## src/design/sdc_pkg.sv

```systemverilog
// Shared widths and controller/datapath interface types for the distinct count block.
package sdc_pkg;

    localparam int IN_ID_W   = 14;   // member_id field width
    localparam int OUT_W     = 15;   // distinct_count field width
    localparam int TDATA_W   = 16;   // both channels padded to whole bytes
    localparam int FLAG_W    = 2;

    localparam logic [OUT_W-1:0]  OUT_MAX     = 15'h7FFF;
    localparam logic [FLAG_W-1:0] FLAG_DIRECT = 2'b01;
    localparam logic [FLAG_W-1:0] FLAG_SECOND = 2'b10;
    localparam logic              ACT_DIRECT  = 1'b0;

    // Controller to datapath
    typedef struct packed {
        logic clr_we;   // write zero at clear pointer, advance pointer
        logic accept;   // capture input beat, launch flag read
        logic commit;   // write back flags, update count, load result
    } sdc_cmd_t;

    // Datapath to controller
    typedef struct packed {
        logic clr_last; // clear pointer sits on the last entry
        logic out_free; // result register can take a new beat this cycle
    } sdc_sts_t;

endpackage

```

## src/design/sdc_ctrl.sv

```systemverilog
// Controller state machine: clearing pass, beat intake, read-modify-write commit.
module sdc_ctrl (
    input  logic             aclk,
    input  logic             aresetn,
    input  logic             s_tvalid,
    output logic             s_tready,
    input  sdc_pkg::sdc_sts_t sts,
    output sdc_pkg::sdc_cmd_t cmd
);

    localparam logic [1:0] ST_CLEAR = 2'd0;
    localparam logic [1:0] ST_IDLE  = 2'd1;
    localparam logic [1:0] ST_READ  = 2'd2;

    logic [1:0] state_reg;
    logic [1:0] state_next;

    always_comb begin
        state_next = state_reg;
        cmd        = '0;
        s_tready   = 1'b0;
        case (state_reg)
            ST_CLEAR: begin
                cmd.clr_we = 1'b1;
                if (sts.clr_last) begin
                    state_next = ST_IDLE;
                end
            end
            ST_IDLE: begin
                s_tready   = 1'b1;
                cmd.accept = s_tvalid;
                if (s_tvalid) begin
                    state_next = ST_READ;
                end
            end
            ST_READ: begin
                // flags are in the read register; wait for room at the output
                cmd.commit = sts.out_free;
                if (sts.out_free) begin
                    state_next = ST_IDLE;
                end
            end
            default: begin
                state_next = ST_CLEAR;
            end
        endcase
    end

    always_ff @(posedge aclk) begin
        if (!aresetn) begin
            state_reg <= ST_CLEAR;
        end else begin
            state_reg <= state_next;
        end
    end

endmodule

```

## config.mk

```make
export PLATFORM = sky130hd
export DESIGN_NAME = sdc_ctrl
export DESIGN_NICKNAME = d
export VERILOG_FILES = /design/src/design/sdc_pkg.sv /design/src/design/sdc_ctrl.sv
export SDC_FILE = /design/constraint.sdc
export NUM_CORES = 1
export LEC_CHECK = 0
export BUFFER_PORTS_ARGS = -buffer_cell sky130_fd_sc_hd__clkbuf_2
export CAP_MARGIN = 0
export CORE_AREA = 2 2 39 41
export CTS_BUF_LIST = sky130_fd_sc_hd__clkbuf_16
export DETAILED_ROUTE_END_ITERATION = 8
export DIE_AREA = 0 0 41 43
export PLACE_DENSITY_LB_ADDON = 0.1
export SETUP_SLACK_MARGIN = 0.02
export SLEW_MARGIN = 0
export SYNTH_ARGS = -nofsm -noshare
export SYNTH_HDL_FRONTEND = slang
export SYNTH_SLANG_ARGS = --single-unit
```

## constraint.sdc

```tcl
create_clock -name aclk -period 1 [get_ports aclk]
set_input_delay 0.2 -clock aclk [delete_from_list [all_inputs] [get_ports aclk]]
set_output_delay 0.2 -clock aclk [all_outputs]
set_load 0.01 [all_outputs]
```

# ---- Word level (Yosys, flattened, before mapping)
# Index checks and enable logic that the tools add are counted.
dict set report word_totals {
  regBits 2
  latch_bits 0
  mem_bits_rw 0
  romBits 0
  in_bits 5
  output_inout_bits 4
  elab_cells 16
  memories 0
}
dict set report classes {
  add_sub_neg 0
  multipliers 0
  n_div 0
  order_cmp 0
  eq_ne 5
  n_shift 0
  n_mux 8
  bitwise_logic 0
  n_reduce_logical 2
}
# op n
set ops {}
lappend ops {{$mux W2} 3}
lappend ops {{$ne A2 B2 Y1 const B} 3}
lappend ops {{$pmux W2 S3} 1}
lappend ops {{$mux W1} 4}
lappend ops {{$reduce_and A3 Y1} 1}
lappend ops {{$eq A2 B1 Y1 const B} 1}
lappend ops {{$eq A2 B2 Y1 const B} 1}
lappend ops {{$logic_not A2 Y1} 1}

# ---- Longest topological paths before layout
dict set report depth {
  depth_word 3
  depth_mapped 2
  mapped_depth_nobuf 2
}

# ---- Least setup slack after synthesis
# OpenSTA, ideal clock, no wires.
dict set report synth_timing {
  path_kind {register -> register}
  startpoint {reg state_reg[1]}
  endpoint {reg state_reg[0]}
  setup_time_ps 116
  t_arrival_ps 874
  required_time_ps 884
  path_slack_ps 10
  path_stages_with_launch 3
  path_buffers 0
  period_less_slack_ps 990
  cell_sequence {dfxtp_1 mux2_4 o211a_1}
}
dict set report synth_between {
  elab_chain_cells 3
  elab_cells_between_ends 8
  cone_classes {eq/ne (5); mux (1); reduce/logical (2)}
}
# element line_no
set synth_rtl {}
lappend synth_rtl {{start: declaration} sdc_ctrl.sv:15} ;# logic [1:0] state_reg;
lappend synth_rtl {{start signal: assignment} sdc_ctrl.sv:53} ;# state_reg <= state_next;
lappend synth_rtl {{$eq A2 B2 Y1 (tied with other cells)} sdc_ctrl.sv:22} ;# case (state_reg)
lappend synth_rtl {{$ne A2 B2 Y1 (no source line)} --}
lappend synth_rtl {{$reduce_and A3 Y1 (no source line)} --}
# Several ways; a longest one is shown, not always the timed one.
# A chain may end at the register's enable or synchronous reset.

==> results.sh <==
export IMPL_drv_slew=0
export IMPL_fmax_mhz=901
export IMPL_antenna_left=0
export IMPL_grt_max_degree=8
export IMPL_wl_um=383
export IMPL_ys_ff_latch=2
export IMPL_vias_per_cell=3.68
export IMPL_start_util_pct=8.32
export IMPL_gr_usage_met3_pct=3.66
export IMPL_drc=0
export IMPL_first_global_vias=149
export IMPL_fin_crit_ns=1.11
export IMPL_synth_top_area_share_pct=34.8
export IMPL_place_area_um2=176
export IMPL_placedCellCount=36
export IMPL_rows=14
export IMPL_drive_above_1_share_pct=70.8
export IMPL_synth_nets=17
export IMPL_dieArea_um2=1760
export IMPL_dpl_worst_slack_ns=0.00361
export IMPL_rsz0062_at_grt="yes"
export IMPL_die_x_um=41
export IMPL_vias=147
export IMPL_setup_ws_ns=-0.110
export IMPL_min_period_over_period_pct=111
export IMPL_cp_arrival_ns=0.91
export IMPL_final_common_cell="clkbuf_2"
export IMPL_required_ns=0.80
export IMPL_core_um2=1380
export IMPL_synthTopCellsByArea="dfxtp_1, mux2_4, and3b_2, o211a_1, and2b_2"
export IMPL_final_area_um2=269
export IMPL_crit_path_start_kind="flip-flop"
export IMPL_status="finished, violations left"
export IMPL_hold_viol_final=0
export IMPL_grt_use_total_pct=5.80
export IMPL_synthCells=12
export IMPL_yosysWarnings=0
export IMPL_largest_register_ffs=2
export IMPL_drv_cap=0
export IMPL_ir_drop_v=0.000854
export IMPL_grtUsageMet2_pct=7.50
export IMPL_cts_buffer_depth=2
export IMPL_numClockSinks=2
export IMPL_grt_busiest_layer="met2"
export IMPL_end_kind="output pin"
export IMPL_fill_cells=155
export IMPL_cts_root_buf="clkbuf_16"
export IMPL_io_pins=9
export IMPL_htreeDepth=1
export IMPL_hpwl_um=269
export IMPL_syn_avg_cell_area_um2=9.59
export IMPL_violations="setup timing"
export IMPL_hold_buffers=0
export IMPL_critical_path_peak_fanout=6
export IMPL_die_h_um=43
export IMPL_path_clk_slew_ns=0.03
export IMPL_cts_tree="yes"
export IMPL_layout_nets=31
export IMPL_clk_latency_ns=0.22
export IMPL_min_path_type="input pin to flip-flop"
export IMPL_overflow=0
export IMPL_met1_usage_pct=5.71
export IMPL_antenna_found_initial=0
export IMPL_first_pass_iters=1
export IMPL_instances_no_fill=40
export IMPL_slew_headroom_pct=87.9
export IMPL_critical_path_class="flip-flop to output pin"
export IMPL_layout_common_cells="clkbuf_2, clkbuf_16, nor2_1, buf_2"
export IMPL_num_antenna_cells=0
export IMPL_setup_viol=4
export IMPL_routabilityCongestion=0.555
export IMPL_drtIter0Drc=0
export IMPL_io_buffers=8
export IMPL_routedWlPerCell_um=9.58
export IMPL_p_leak_nw=0.134
export IMPL_synth_area_leader_cell="dfxtp_1"
export IMPL_p_per_area_nw_per_um2=2790
export IMPL_clock_skew_ns=0.00129
export IMPL_worstMarginPinSlew_ns=0.181
export IMPL_cts_made_buffers=3
export IMPL_whs_ns=0.212
export IMPL_grt_pass1_wl_um=600
export IMPL_total_power_uw=750
export IMPL_synth_distinct_cells=10
export IMPL_synthToLayoutAreaGrowth_pct=134
export IMPL_netlist_area_um2=115
export IMPL_yosysSeqAreaShare_pct=34.8
## final timing paths
kind / end / start / cells past startpoint / slack (ns)
setup / recovery: cmd[1] / state_reg[1] / 2 / -0.11
hold / removal: state_reg[1] / aresetn / 2 / 0.21
setup reg to reg: state_reg[0] / state_reg[1] / 3 / -0.10
hold reg to reg: state_reg[0] / state_reg[0] / 1 / 0.54
## timing repair
| item | 4_1_cts | 5_1_grt |
|---|---|---|
| endpoints found under the setup margin | 5 | 5 |
| pin swaps | 0 | 2 |
| buffers inserted | 1 | 0 |
| gates cloned | 0 | 0 |
| resized for setup | 2 | 4 |
## cell families (layout without fill, tap and decap cells)
| logic type | after synthesis | count (layout) | share of synthesized area, % |
|---|---|---|---|
| compound gates | 3 | 3 | 19.6 |
| buf+inv | 0 | 12 | 0 |
| flops | 2 | 2 | 34.8 |
| mux | 1 | 1 | 13.0 |
| simple gates | 6 | 6 | 32.6 |
## layout make-up
cell class	count	area (um2)	area share (%)
Clock buffer	3	75.1	27.9
Multi-Input combinational cell	10	75.1	27.9
Tap cell	16	20.0	7.44
Timing Repair Buffer	9	53.8	20.0
Sequential cell	2	45.0	16.7
## synthesized netlist by cell type
master / number
dfxtp_1: 2
nor2_1: 2
and2b_2: 1
and3b_2: 1
mux2_4: 1
nand2_1: 1
nor3b_1: 1
o211a_1: 1
o21a_1: 1
o21ai_0: 1
## per-layer routing
metal	vias up	wire length [um]	share of wire, %
li1	67	-	-
met1	70	118	31
met2	7	202	53
met3	3	46	12
met4	0	15	3.9
met5	-	0	0
## power by group
part / leakage [nW] / total [mW] / switching (mW) / internal, mW
registers: 0.0175 / 0.0953 / 0.00904 / 0.0862
clock network: 0.0370 / 0.596 / 0.0880 / 0.508
logic: 0.0791 / 0.0583 / 0.0232 / 0.0351
## metrics by stage
| stage | util, % | TNS (ns) |
|---|---|---|
| floorplan | - | 0 |
| CTS | 19.0 | -0.346 |
| finish | 19.4 | -0.332 |
| global route | 19.4 | -0.478 |
| detailed placement | 12.7 | 0 |
| global placement | 12.7 | 0 |
## critical path: stages, from the launching register on
cell	delay [ns]
dfxtp_4	0.36
and3b_2	0.22
buf_6	0.12
No activity file was read; power rests on OpenSTA's default activity.
